--- config.mk ---
export PLATFORM = sky130hd
export DESIGN_NAME = mpf_queue
export DESIGN_NICKNAME = d
export VERILOG_FILES = /design/src/mpf_pkg.sv /design/src/mpf_queue.sv
export SDC_FILE = /design/constraint.sdc
export NUM_CORES = 1
export LEC_CHECK = 0
export BUFFER_PORTS_ARGS = -buffer_cell sky130_fd_sc_hd__clkbuf_2
export CORE_UTILIZATION = 35
export DETAILED_ROUTE_END_ITERATION = 8
export PLACE_DENSITY = 0.68
export SLEW_MARGIN = 10
export SYNTH_ARGS = -nofsm -noshare
export SYNTH_HDL_FRONTEND = slang
export SYNTH_SLANG_ARGS = --single-unit
--- constraint.sdc ---
create_clock -name clk -period 2 [get_ports clk]
set_input_delay 0.2 -clock clk [delete_from_list [all_inputs] [get_ports clk]]
set_output_delay 0.2 -clock clk [all_outputs]
set_load 0.05 [all_outputs]
--- src/mpf_pkg.sv ---
// Shared types and constants for the monochrome page frame buffer.
`default_nettype none

package mpf_pkg;

    localparam int DEF_MAX_WIDTH  = 128;
    localparam int DEF_MAX_HEIGHT = 64;

    // Address and count widths cover the largest parameter setting (256 x 128).
    localparam int CMD_ADDR_W = 12;
    localparam int USED_W     = 13;

    localparam logic [1:0] OP_DRAW  = 2'd0;
    localparam logic [1:0] OP_CLEAR = 2'd1;
    localparam logic [1:0] OP_READ  = 2'd2;

    localparam logic [1:0] COLOR_BLACK   = 2'd0;
    localparam logic [1:0] COLOR_WHITE   = 2'd1;
    localparam logic [1:0] COLOR_INVERSE = 2'd2;

    localparam logic [1:0] PANEL_64X32  = 2'd0;
    localparam logic [1:0] PANEL_128X64 = 2'd1;

    localparam logic [0:0] REG_PANEL_SIZE = 1'b0;
    localparam logic [1:0] PANEL_SIZE_RESET = 2'd2;

    localparam logic [7:0] FILL_WHITE = 8'hFF;
    localparam logic [7:0] FILL_BLACK = 8'h00;

    typedef enum logic [1:0] {
        CMD_NOP,
        CMD_DRAW,
        CMD_CLEAR,
        CMD_READ
    } cmd_kind_t;

    // addr: byte address for draw/read, last byte index for clear
    typedef struct packed {
        cmd_kind_t             kind;
        logic [CMD_ADDR_W-1:0] addr;
        logic [7:0]            mask;
        logic [1:0]            color;
        logic                  oor;
    } cmd_t;

endpackage

`default_nettype wire

--- src/mpf_queue.sv ---
// Two-entry command queue between the front end and the store engine.
`default_nettype none

module mpf_queue (
    input  wire           clk,
    input  wire           rst_n,
    input  wire           push,
    input  mpf_pkg::cmd_t push_cmd,
    output logic          full,
    input  wire           pop,
    output logic          not_empty,
    output mpf_pkg::cmd_t pop_cmd
);

    mpf_pkg::cmd_t entries_reg [2];
    logic          wr_ptr_reg;
    logic          rd_ptr_reg;
    logic [1:0]    count_reg;

    assign full      = (count_reg == 2'd2);
    assign not_empty = (count_reg != 2'd0);
    assign pop_cmd   = entries_reg[rd_ptr_reg];

    always_ff @(posedge clk)
    begin
        if (push)
            entries_reg[wr_ptr_reg] <= push_cmd;
    end

    always_ff @(posedge clk or negedge rst_n)
    begin
        if (!rst_n)
        begin
            wr_ptr_reg <= 1'b0;
            rd_ptr_reg <= 1'b0;
            count_reg  <= 2'd0;
        end
        else
        begin
            if (push)
                wr_ptr_reg <= !wr_ptr_reg;
            if (pop)
                rd_ptr_reg <= !rd_ptr_reg;
            if (push && !pop)
                count_reg <= count_reg + 2'd1;
            else if (pop && !push)
                count_reg <= count_reg - 2'd1;
        end
    end

endmodule

`default_nettype wire

==> impl_metrics.ini <==
[status]
status = complete, no violations

[pwr]
cellLeakagePower_uw = 0.00106
power_frac_seq_pct = 39.0
ir_drop_uv = 714
power_density_mw_per_mm2 = 1590
clkPwrFrac_pct = 14.1
power_switching_share_pct = 41.0
internal-power_uw = 2440
power_uw = 4130
p_sw_uw = 1690
power_frac_comb_pct = 46.9

[layout]
layout-drive-gt1-share_pct = 59.1
n_antenna_cell = 0
fin_nets = 188
area_delta_synth_final_pct = 24.1
final_cell_area_mm2 = 0.00260
fill_cells = 499
largest_reg_flops = 50
stdcell_count = 231

[yosys]
synth-seq-area-share_pct = 76.5
synth_nets = 124
netlist_area_mm2 = 0.00209
netlist_instances = 94
syn_area_per_cell_um2 = 22.3
ys_ff_latch = 54
ys_warn_count = 0
synth_cell_types = 14

[global_routing]
grt_max_degree = 26
grt_pass1_wl_mm = 5.16
grt_overflow = 0
grt.total_usage_pct = 11.4
antenna_found_initial = 0
grt_pass1_vias = 1049

[route]
ant_nets = 0
vias_per_cell = 4.52
route.detailed.drc = 0
routed_wl_mm = 3.33
wire_per_inst_um = 14.4
drtIter0Drc = 39
vias = 1043
drtPass1Iterations = 4

[timing]
post-route-period-util_pct = 91.7
clock_skew_ns = 0.00575
setup_slack_ns = 0.166
hold_viol = 0
finalSetupTns_ns = 0
max_freq_mhz = 545
min_period_ns = 1.83
worst_pin_slew_ns = 0.381
slew_viol_final = 0
setup_violations = 0
rsz0062_at_grt = false
max_slew_margin_pct = 74.5

[worst_setup_path]
critPathRequiredTime_ns = 1.80
cp_top_family = flip-flops
crit_path_max_fanout = 19
worst_path_largest_cell_delay_ns = 0.54
start_kind = flop
end_kind = output pin
path_cells = buf_12, mux2_4, clkbuf_2
path_buf_inv = 2
crit_arrival_ns = 1.63
critical_path_class = flop to output pin
r2r_cells = 2
cp.depth = 3
cpMaxStageDelayCell = dfrtp_1

[placed_design]
place_area_mm2 = 0.00250
gp_congestion = 0.647
dpl.cell_count = 222
place_hpwl_mm = 2.38
preCtsSetupSlack_ns = 0.483
port_buffers = 55

[worst_hold_path]
hold_class = input port to flop
hold_depth = 1

[floorplan]
rows = 27
core_area_mm2 = 0.00564
num_io_pins = 56
die_y_um = 79.4
start_util_pct = 37.1
dieWidth_um = 79.4
dieArea_mm2 = 0.00630

[clock_network]
cts_made_buffers = 5
cts_max_path_buffers = 2
clock_sinks = 54
htreeDepth = 2
cts.repair.resized = 0
clk_pin_slew_ns = 0.10
clk_latency_ns = 0.30
cts_root_buf = clkbuf_8
cts_tree = done

[job]
drv_cap = 0
[metrics by stage]
stage / utilization, % / hold slack [ns]
after floorplan: - / -0.0956
after global placement: 44.3 / 0.0135
after detailed placement: 44.3 / 0.0192
after CTS: 46.1 / 0.0749
after global routing: 46.1 / 0.0666
final: 46.1 / 0.0852
[power by group through the flow]
stage                     sequential [µW]  clock, µW  combinational [µW]
after global routing                 1640        654                2020
after floorplan                      1590          0                1600
after detailed placement             1640          0                1960
after CTS                            1620        603                1960
final                                1610        584                1940
after global placement               1620          0                1930
[Yosys cell counts]
master     n  share of area, %
xor2_1     4               1.7
mux2_2     6               3.2
inv_1      1              0.18
or2_2      1              0.30
dfrtp_1    4               4.8
mux2_4    19                14
buf_12     2               1.9
buf_6      1              0.54
xnor2_1    1              0.42
nor2b_1    2              0.60
edfxtp_1  50                72
nor2_1     1              0.18
and2_1     1              0.30
ha_1       1              0.60
[layout by cell type, fill, tap and decap left out, types with 3 or more instances in the layout]
master     n
buf_4      3
mux2_4    19
clkbuf_8   5
buf_12     4
mux2_2     6
dfrtp_1    4
clkbuf_2  52
edfxtp_1  50
xor2_1     4
[layout make-up]
| class | instances | area [µm²] | share of cell area (%) |
|---|---|---|---|
| sequential | 54 | 1600 | 61.6 |
| inverter | 1 | 3.75 | 0.144 |
| multi-input combinational | 36 | 440 | 16.9 |
| clock inverter | 3 | 21.3 | 0.818 |
| clock buffer | 5 | 68.8 | 2.65 |
| tap | 72 | 90.1 | 3.47 |
| timing repair buffer | 60 | 373 | 14.3 |
[metal layers]
metal  vias to the layer above  share of wire (%)  global-route usage (%)
met2                        36                 52                    19.3
met1                       519                 42                    13.5
met5                         -                  0                       0
met3                         4                4.2                    2.07
li1                        484                  -                       -
met4                         0                1.7                    6.55
[final timing paths]
check                              from            endpoint  slack [ns]
max                          rd_ptr_reg          pop_cmd[5]        0.17
min                        push_cmd[14]  entries_reg[0][14]        0.09
max reg2reg                  wr_ptr_reg   entries_reg[0][7]        0.57
min reg2reg                count_reg[1]        count_reg[1]        0.48
max in group asynchronous         rst_n          rd_ptr_reg        1.64
min in group asynchronous         rst_n        count_reg[1]        0.23
[worst register-to-register path, cell delays in order, from the launching register on]
cell	delay, ns
dfrtp_1	0.41
nor2b_2	0.34
buf_4	0.36
[logic make-up (layout without fill, tap and decap cells)]
group / Yosys count / after routing / share of synthesized area, %
XOR/XNOR: 5 / 5 / 2.09
multiplexers: 25 / 25 / 16.8
flip-flops: 54 / 54 / 76.5
adder cells (fa/ha/maj): 1 / 1 / 0.597
AND/OR/NAND/NOR: 5 / 5 / 1.37
buffers and inverters: 4 / 69 / 2.63
[what timing repair did]
item | 4_1_cts | 5_1_grt
hold endpoints to repair | 4 | 0
endpoints found under the setup margin | 0 | 0
hold buffers | 1 | 0
setup buffers | 0 | 0
No activity file was read; power rests on OpenSTA's default activity.
