`config.mk`:
```
export PLATFORM = sky130hd
export DESIGN_NAME = mpf_front_flat
export DESIGN_NICKNAME = d
export VERILOG_FILES = /design/src/mpf_pkg.sv /design/src/mpf_if.sv /design/src/mpf_front.sv /design/src/flat_wrapper.sv
export SDC_FILE = /design/constraint.sdc
export NUM_CORES = 1
export LEC_CHECK = 0
export BUFFER_PORTS_ARGS = -buffer_cell sky130_fd_sc_hd__clkbuf_2
export CORE_MARGIN = 8
export CORE_UTILIZATION = 39
export DETAILED_ROUTE_END_ITERATION = 8
export GPL_ROUTABILITY_DRIVEN = 0
export PLACE_DENSITY = 0.84
export SYNTH_ARGS = -nofsm -noshare
export SYNTH_HDL_FRONTEND = slang
export SYNTH_SLANG_ARGS = --single-unit
```
`constraint.sdc`:
```
create_clock -name vclk -period 2.5
set_input_delay 0.25 -clock vclk [all_inputs]
set_output_delay 0.25 -clock vclk [all_outputs]
set_load 0.05 [all_outputs]
```
`src/mpf_pkg.sv`:
```
// Shared types and constants for the monochrome page frame buffer.
`default_nettype none

package mpf_pkg;

    localparam int DEF_MAX_WIDTH  = 128;
    localparam int DEF_MAX_HEIGHT = 64;

    // Address and count widths cover the largest parameter setting (256 x 128).
    localparam int CMD_ADDR_W = 12;
    localparam int USED_W     = 13;

    localparam logic [1:0] OP_DRAW  = 2'd0;
    localparam logic [1:0] OP_CLEAR = 2'd1;
    localparam logic [1:0] OP_READ  = 2'd2;

    localparam logic [1:0] COLOR_BLACK   = 2'd0;
    localparam logic [1:0] COLOR_WHITE   = 2'd1;
    localparam logic [1:0] COLOR_INVERSE = 2'd2;

    localparam logic [1:0] PANEL_64X32  = 2'd0;
    localparam logic [1:0] PANEL_128X64 = 2'd1;

    localparam logic [0:0] REG_PANEL_SIZE = 1'b0;
    localparam logic [1:0] PANEL_SIZE_RESET = 2'd2;

    localparam logic [7:0] FILL_WHITE = 8'hFF;
    localparam logic [7:0] FILL_BLACK = 8'h00;

    typedef enum logic [1:0] {
        CMD_NOP,
        CMD_DRAW,
        CMD_CLEAR,
        CMD_READ
    } cmd_kind_t;

    // addr: byte address for draw/read, last byte index for clear
    typedef struct packed {
        cmd_kind_t             kind;
        logic [CMD_ADDR_W-1:0] addr;
        logic [7:0]            mask;
        logic [1:0]            color;
        logic                  oor;
    } cmd_t;

endpackage

`default_nettype wire

```
`src/mpf_if.sv`:
```
// Item channel interfaces for requests and responses.
`default_nettype none

interface mpf_req_if;
    logic       valid;
    logic       ready;
    logic [1:0] opcode;
    logic [6:0] pixel_x;
    logic [5:0] pixel_y;
    logic [1:0] color;
    logic [9:0] byte_index;

    modport source (output valid, opcode, pixel_x, pixel_y, color, byte_index, input ready);
    modport sink (input valid, opcode, pixel_x, pixel_y, color, byte_index, output ready);
endinterface


`default_nettype wire

```
`src/mpf_front.sv`:
```
// Front end: accepts request items and decodes them into store commands.
`default_nettype none

module mpf_front #(
    parameter int MAX_WIDTH  = mpf_pkg::DEF_MAX_WIDTH,
    parameter int MAX_HEIGHT = mpf_pkg::DEF_MAX_HEIGHT
) (
    mpf_req_if.sink       req,
    input  wire [1:0]     panel_size,
    input  wire           q_full,
    input  wire           init_busy,
    output logic          push,
    output mpf_pkg::cmd_t cmd
);

    localparam int StoreBytes = MAX_WIDTH * ((MAX_HEIGHT + 7) / 8);

    logic [8:0]                       width_base;
    logic [8:0]                       pw;
    logic [7:0]                       height_base;
    logic [7:0]                       ph;
    logic [3:0]                       pages;
    logic [mpf_pkg::USED_W-1:0]       used_raw;
    logic [mpf_pkg::USED_W-1:0]       used;
    logic [mpf_pkg::CMD_ADDR_W-1:0]   draw_addr;
    logic                             draw_ok;
    logic                             read_ok;

    assign req.ready = !q_full && !init_busy;
    assign push      = req.valid && req.ready;

    always_comb
    begin
        width_base  = (panel_size == mpf_pkg::PANEL_64X32) ? 9'd64 : 9'd128;
        pw          = (width_base > 9'(MAX_WIDTH)) ? 9'(MAX_WIDTH) : width_base;
        height_base = (panel_size == mpf_pkg::PANEL_128X64) ? 8'd64 : 8'd32;
        ph          = (height_base > 8'(MAX_HEIGHT)) ? 8'(MAX_HEIGHT) : height_base;
        pages       = 4'(({1'b0, ph} + 9'd7) >> 3);
        used_raw    = mpf_pkg::USED_W'(pw * pages);
        used        = (used_raw > mpf_pkg::USED_W'(StoreBytes))
                    ? mpf_pkg::USED_W'(StoreBytes) : used_raw;

        draw_addr = mpf_pkg::CMD_ADDR_W'(req.pixel_y[5:3] * pw)
                  + mpf_pkg::CMD_ADDR_W'(req.pixel_x);
        draw_ok   = ({2'b0, req.pixel_x} < pw) && ({2'b0, req.pixel_y} < ph)
                 && ({1'b0, draw_addr} < mpf_pkg::USED_W'(StoreBytes));
        read_ok   = ({3'b0, req.byte_index} < used);

        cmd.kind  = mpf_pkg::CMD_NOP;
        cmd.addr  = draw_addr;
        cmd.mask  = 8'b1 << req.pixel_y[2:0];
        cmd.color = req.color;
        cmd.oor   = 1'b0;

        unique case (req.opcode)
            mpf_pkg::OP_DRAW:
            begin
                if (!draw_ok)
                    cmd.oor = 1'b1;
                else if (req.color == mpf_pkg::COLOR_BLACK
                      || req.color == mpf_pkg::COLOR_WHITE
                      || req.color == mpf_pkg::COLOR_INVERSE)
                    cmd.kind = mpf_pkg::CMD_DRAW;
            end
            mpf_pkg::OP_CLEAR:
            begin
                cmd.addr = mpf_pkg::CMD_ADDR_W'(used - 1'b1);
                if (req.color == mpf_pkg::COLOR_WHITE || req.color == mpf_pkg::COLOR_BLACK)
                    cmd.kind = mpf_pkg::CMD_CLEAR;
            end
            mpf_pkg::OP_READ:
            begin
                cmd.addr = mpf_pkg::CMD_ADDR_W'(req.byte_index);
                if (read_ok)
                    cmd.kind = mpf_pkg::CMD_READ;
                else
                    cmd.oor = 1'b1;
            end
            default:
            begin
                cmd.kind = mpf_pkg::CMD_NOP;
            end
        endcase
    end

endmodule

`default_nettype wire

```
`src/flat_wrapper.sv`:
```
// flat-port wrapper written by rule: the top's interface ports become plain ports
module mpf_front_flat 
#(
    parameter int MAX_WIDTH  = mpf_pkg::DEF_MAX_WIDTH,
    parameter int MAX_HEIGHT = mpf_pkg::DEF_MAX_HEIGHT
)
  (panel_size, q_full, init_busy, push, cmd, req_valid, req_opcode, req_pixel_x, req_pixel_y, req_color, req_byte_index, req_ready);
  mpf_req_if req_i ();
  input  wire [1:0] panel_size;
  input  wire q_full;
  input  wire init_busy;
  output logic push;
  output mpf_pkg::cmd_t cmd;
  input wire logic [$bits(req_i.valid)-1:0] req_valid;
  input wire logic [$bits(req_i.opcode)-1:0] req_opcode;
  input wire logic [$bits(req_i.pixel_x)-1:0] req_pixel_x;
  input wire logic [$bits(req_i.pixel_y)-1:0] req_pixel_y;
  input wire logic [$bits(req_i.color)-1:0] req_color;
  input wire logic [$bits(req_i.byte_index)-1:0] req_byte_index;
  output wire logic [$bits(req_i.ready)-1:0] req_ready;
  assign req_i.valid = req_valid;
  assign req_i.opcode = req_opcode;
  assign req_i.pixel_x = req_pixel_x;
  assign req_i.pixel_y = req_pixel_y;
  assign req_i.color = req_color;
  assign req_i.byte_index = req_byte_index;
  assign req_ready = req_i.ready;
  mpf_front #(.MAX_WIDTH(MAX_WIDTH), .MAX_HEIGHT(MAX_HEIGHT)) u_core (.req(req_i), .panel_size(panel_size), .q_full(q_full), .init_busy(init_busy), .push(push), .cmd(cmd));
endmodule
```
==> results of run 1 <==
## metrics by stage
stage	hold WS, ps	power, mW	worst slack (ps)	instance area [um2]
after global routing	842	0.365	13.2	993
after floorplan	667	0.241	37.1	664
after CTS	825	0.331	16.3	970
final	825	0.340	76.0	993
after detailed placement	824	0.329	11.4	970
after global placement	816	0.324	51.7	970
## what timing repair did
item                       in CTS  in global routing
setup endpoints to repair       0                  3
buffers inserted                0                  0
resized for setup               0                 10
## synth_stat cells
master | instances | area [um2]
a21oi_1 | 21 | 105
nor2_1 | 16 | 60.1
ha_1 | 12 | 150
inv_1 | 5 | 18.8
nor3b_1 | 5 | 37.5
nor3_1 | 3 | 15.0
a22oi_1 | 2 | 15.0
a31oi_1 | 2 | 12.5
and3b_1 | 2 | 17.5
buf_1 | 2 | 7.51
buf_4 | 2 | 15.0
mux2_4 | 2 | 30.0
nor2b_1 | 2 | 12.5
xor2_1 | 2 | 17.5
a211o_1 | 1 | 8.76
a211oi_1 | 1 | 7.51
a221o_1 | 1 | 10.0
a41oi_1 | 1 | 8.76
and2_1 | 1 | 6.26
and2_2 | 1 | 7.51
and3_1 | 1 | 6.26
buf_2 | 1 | 5.00
buf_6 | 1 | 11.3
clkbuf_1 | 1 | 3.75
conb_1 | 1 | 3.75
nand2_1 | 1 | 3.75
nand2b_1 | 1 | 6.26
nand2b_2 | 1 | 8.76
o31ai_1 | 1 | 7.51
o32ai_1 | 1 | 8.76
or2_1 | 1 | 6.26
## worst max-delay path: stages
cell,delay (ps)
clkbuf_2,90
or2_1,260
and2_2,200
ha_1,330
ha_4,260
a31oi_1,120
a41oi_1,100
a221o_1,370
buf_4,190
## metal layers
metal | track usage | wire length, um
met5 | 0 | 0
met4 | 0 | 0
met1 | 0.133 | 889
met2 | 0.233 | 990
met3 | 0.0652 | 290
## report_power, final
part	switching [mW]	total, mW	internal (mW)
sequential	0	0	0
combinational	0.231	0.340	0.109
clock	0	0	0
total	0.231	0.340	0.109
## layout make-up
cell class,count,area share
multi-input combinational,84,0.620
timing repair buffer,61,0.341
tap,16,0.0202
inverter,5,0.0189
## cells by family after synthesis
group                    after synthesis  synth area share
AO/OA/AOI/OAI                         31             0.290
XOR/XNOR                               2            0.0276
adder cells (fa/ha/maj)               12             0.237
buffers and inverters                 12            0.0966
multiplexers                           2            0.0473
other                                  1           0.00591
AND/OR/NAND/NOR                       35             0.296
## worst paths after layout
kind | from | to | slack [ps] | cells after the start
max | panel_size[1] | cmd[0] | 80 | 9
min | req_color[0] | cmd[1] | 830 | 2
==> reports/metrics.yaml, run 1 <==
synth_cells: 95
status: "finished with violations"
worstPathRequired_ps: 2250
wl_mm: 2.17
max_cap_violations: 0
final_core_util: 0.652
drt_iter0_drc: 11
antenna_found_initial: 0
startpoint_type: "input pin"
nFlopsAndLatches: 0
endpoint_kind: "output port"
syn_area_um2: 634
num-fill-cells: 143
grt_first_pass_wirelength_mm: 3.64
die_h_um: 56.3
vias: 877
power_density_nw_per_um2: 342
grt_max_degree: 23
io_pins: 59
cts_hold_buf: 0
critPathMaxFanout: 3
dieArea_um2: 3170
cellLeakagePower_nw: 0.553
grt_pass1_vias: 902
grt_remaining_overflow: 0
multi_input_area_um2: 616
drc_errors: 0
place_hpwl_mm: 1.94
fin_crit_ps: 2420
num_rows: 14
drive_gt1_frac: 0.460
failed_checks: "max-slew violations"
n_clock_buffer: 0
hold_path.class: "in2out"
final_common_cell: "clkbuf_2"
insertedDiodeCount: 0
detail-route-antenna-nets: 0
synth_area_per_cell_um2: 6.68
dr.pass1.iters: 4
rsz0062_at_grt: "false"
grt_use_total: 0.127
cp.arrival_ps: 2170
tightest_slew_ps: 1550
max_freq_mhz: 413
drt-wirelength-per-cell_um: 13.1
hold_violations: 0
synth.distinct_cells: 31
slew_viol_final: 1
dpl.cell_count: 166
fp.dieW_um: 56.3
tns_ps: 0
synth_warnings: 0
syn_to_final_growth_pct: 56.6
setup_viol: 0
ys_seq_area_frac: 0
viasPerCell: 5.28
port_buffers: 58
ir_drop_mv: 0.207
coreArea_um2: 1520
finalCritPeriodShare: 0.970
regArea_um2: 0
finalNonFillerCells: 166
most-common-layout-cells: "54 x clkbuf_2, 19 x a21oi_1, 16 x nor2_1"
worstSetupPathType: "in2out"
nNetsFinal: 196
slew_headroom: -0.0386
initial_core_util: 0.416
(Power assumes the default switching activity.)
==> inputs of run 2 (changes only) <==
- ABC_AREA: not set -> 1
- CORE_UTILIZATION: 39 -> 38
==> run 2 against run 1 <==
Against the previous run:
- the flow now finishes without violations
- flip-flop and latch count unchanged
- global-route usage down 0.36 points
- die area down 2.6%
- design area decreased by 11%
- critical path depth grew 2
- area after synthesis decreased by 6.1%
- count of clock-buffer cells in the layout unchanged
- highest routed layer unchanged
- final cell count up 7.2%
- sequential share of layout area unchanged
- non-clock buffer count is 3 lower
==> reports/metrics.yaml, run 2 <==
pre_cts_slack_ps: 159
antenna_found_initial: 0
drive_gt1_frac: 0.432
grt_use_total: 0.123
cp.arrival_ps: 2080
tns_ps: 0
synth_warnings: 0
synth_top_cell_by_area: "ha_1"
port_buffers: 58
grt_first_pass_wirelength_mm: 3.53
status: "completed"
insertedDiodeCount: 0
worstPathRequired_ps: 2250
fp.dieW_um: 55.6
ys_top_cells_by_count: "24 x nand2_1, 12 x ha_1, 12 x nor2_1, 11 x a21oi_1"
switchingPower_mw: 0.219
p_int_mw: 0.0799
holdWs_ps: 818
final_common_cell: "clkbuf_2"
num_rows: 14
grt_max_degree: 13
design_area_um2: 885
grt_pass1_vias: 876
rsz0062_at_grt: "false"
cellLeakagePower_nw: 0.549
wl_mm: 2.04
endpoint_kind: "output port"
drt_iter0_drc: 21
total_power_mw: 0.299
dr.pass1.iters: 4
critPathMaxFanout: 5
yosysMostFrequentCell: "nand2_1"
max_freq_mhz: 430
worstSetupPathType: "in2out"
finalCritPeriodShare: 0.930
max_cap_violations: 0
finalNonFillerCells: 178
yosys-top-cells-area: "ha_1 25%, nand2_1 15%, a21oi_1 9.2%"
drc_errors: 0
syn_area_um2: 596
clock_power_share: 0
multi_input_area_um2: 526
synth_area_per_cell_um2: 5.57
finalWorstSetupSlack_ps: 175
netlist.area_leader.share: 0.252
drt-wirelength-per-cell_um: 11.5
coreArea_um2: 1490
dpl-instance-area_um2: 885
startpoint_type: "input pin"
dpl.cell_count: 178
die_h_um: 55.6
viasPerCell: 4.76
seq_power_share: 0
nFlopsAndLatches: 0
hold_violations: 0
num-fill-cells: 151
slew_viol_final: 0
io_pins: 59
n_clock_buffer: 0
final_core_util: 0.594
setup_viol: 0
place_hpwl_mm: 1.90
hold_depth: 2
ir_drop_mv: 0.229
vias: 848
switching_share: 0.733
dieArea_um2: 3090
cts_setup_buffers: 0
synth_cells: 107
ctsResizeCount: 0
detail-route-antenna-nets: 0
slew_headroom: 0.305
synth.distinct_cells: 21
cts_hold_buf: 0
nNetsFinal: 208
hold_path.class: "in2out"
most-common-layout-cells: "58 x clkbuf_2, 24 x nand2_1, 12 x nor2_1, 12 x ha_1, 11 x a21oi_1"
tightest_slew_ps: 1050
regArea_um2: 0
pwr-share-comb: 1.000
fin_crit_ps: 2330
power_density_nw_per_um2: 338
syn_to_final_growth_pct: 48.5
grt_remaining_overflow: 0
initial_core_util: 0.400
ys_seq_area_frac: 0
==> run 2: cell types whose count changed after synthesis, moves of 4 or more <==
cell | previous run | this run
a21oi_1 | 21 | 11
inv_2 | 0 | 5
nand2_1 | 1 | 24
nand3_1 | 0 | 5
nor2_1 | 16 | 12
nor3_1 | 3 | 8
nor3b_1 | 5 | 1
==> run 2: layout make-up <==
class                           count  area share
Multi-Input combinational cell     91       0.594
Inverter                           13      0.0552
Timing Repair Buffer               58       0.328
Tap cell                           16      0.0226
==> run 2: final timing paths <==
check      end  slack (ps)     startpoint
min     cmd[1]         820   req_color[0]
max    cmd[23]         170  panel_size[1]
==> run 2: worst max-delay path: stages <==
cell and delay [ps]:
clkbuf_2 100, nor2_2 220, nor2_1 70, ha_1 300, ha_1 340, nand3_1 110, nand3b_1 100, nand2_2 90
nand3_1 90, a21oi_2 130, clkbuf_2 290
==> run 2: power by group through the flow <==
stage	combinational, mW	clock [mW]	sequential [mW]
floorplan	0.222	0	0
global placement	0.296	0	0
detailed placement	0.300	0	0
CTS	0.302	0	0
global route	0.325	0	0
finish	0.299	0	0
==> run 2: kinds of logic (layout without fill, tap and decap cells) <==
kind of cell	count (synthesis)	in the layout	synth area share
buf+inv	17	71	0.124
other cells	1	2	0.00630
simple gates	57	57	0.424
fa+ha+maj	12	12	0.252
compound gates	19	19	0.179
xor+xnor	1	1	0.0147
==> run 2: layer usage <==
metal	global-route usage	routed length (um)	vias up
met3	0.0251	122	0
met4	0	0	0
li1	-	-	461
met1	0.136	857	356
met2	0.244	1060	31
met5	0	0	-
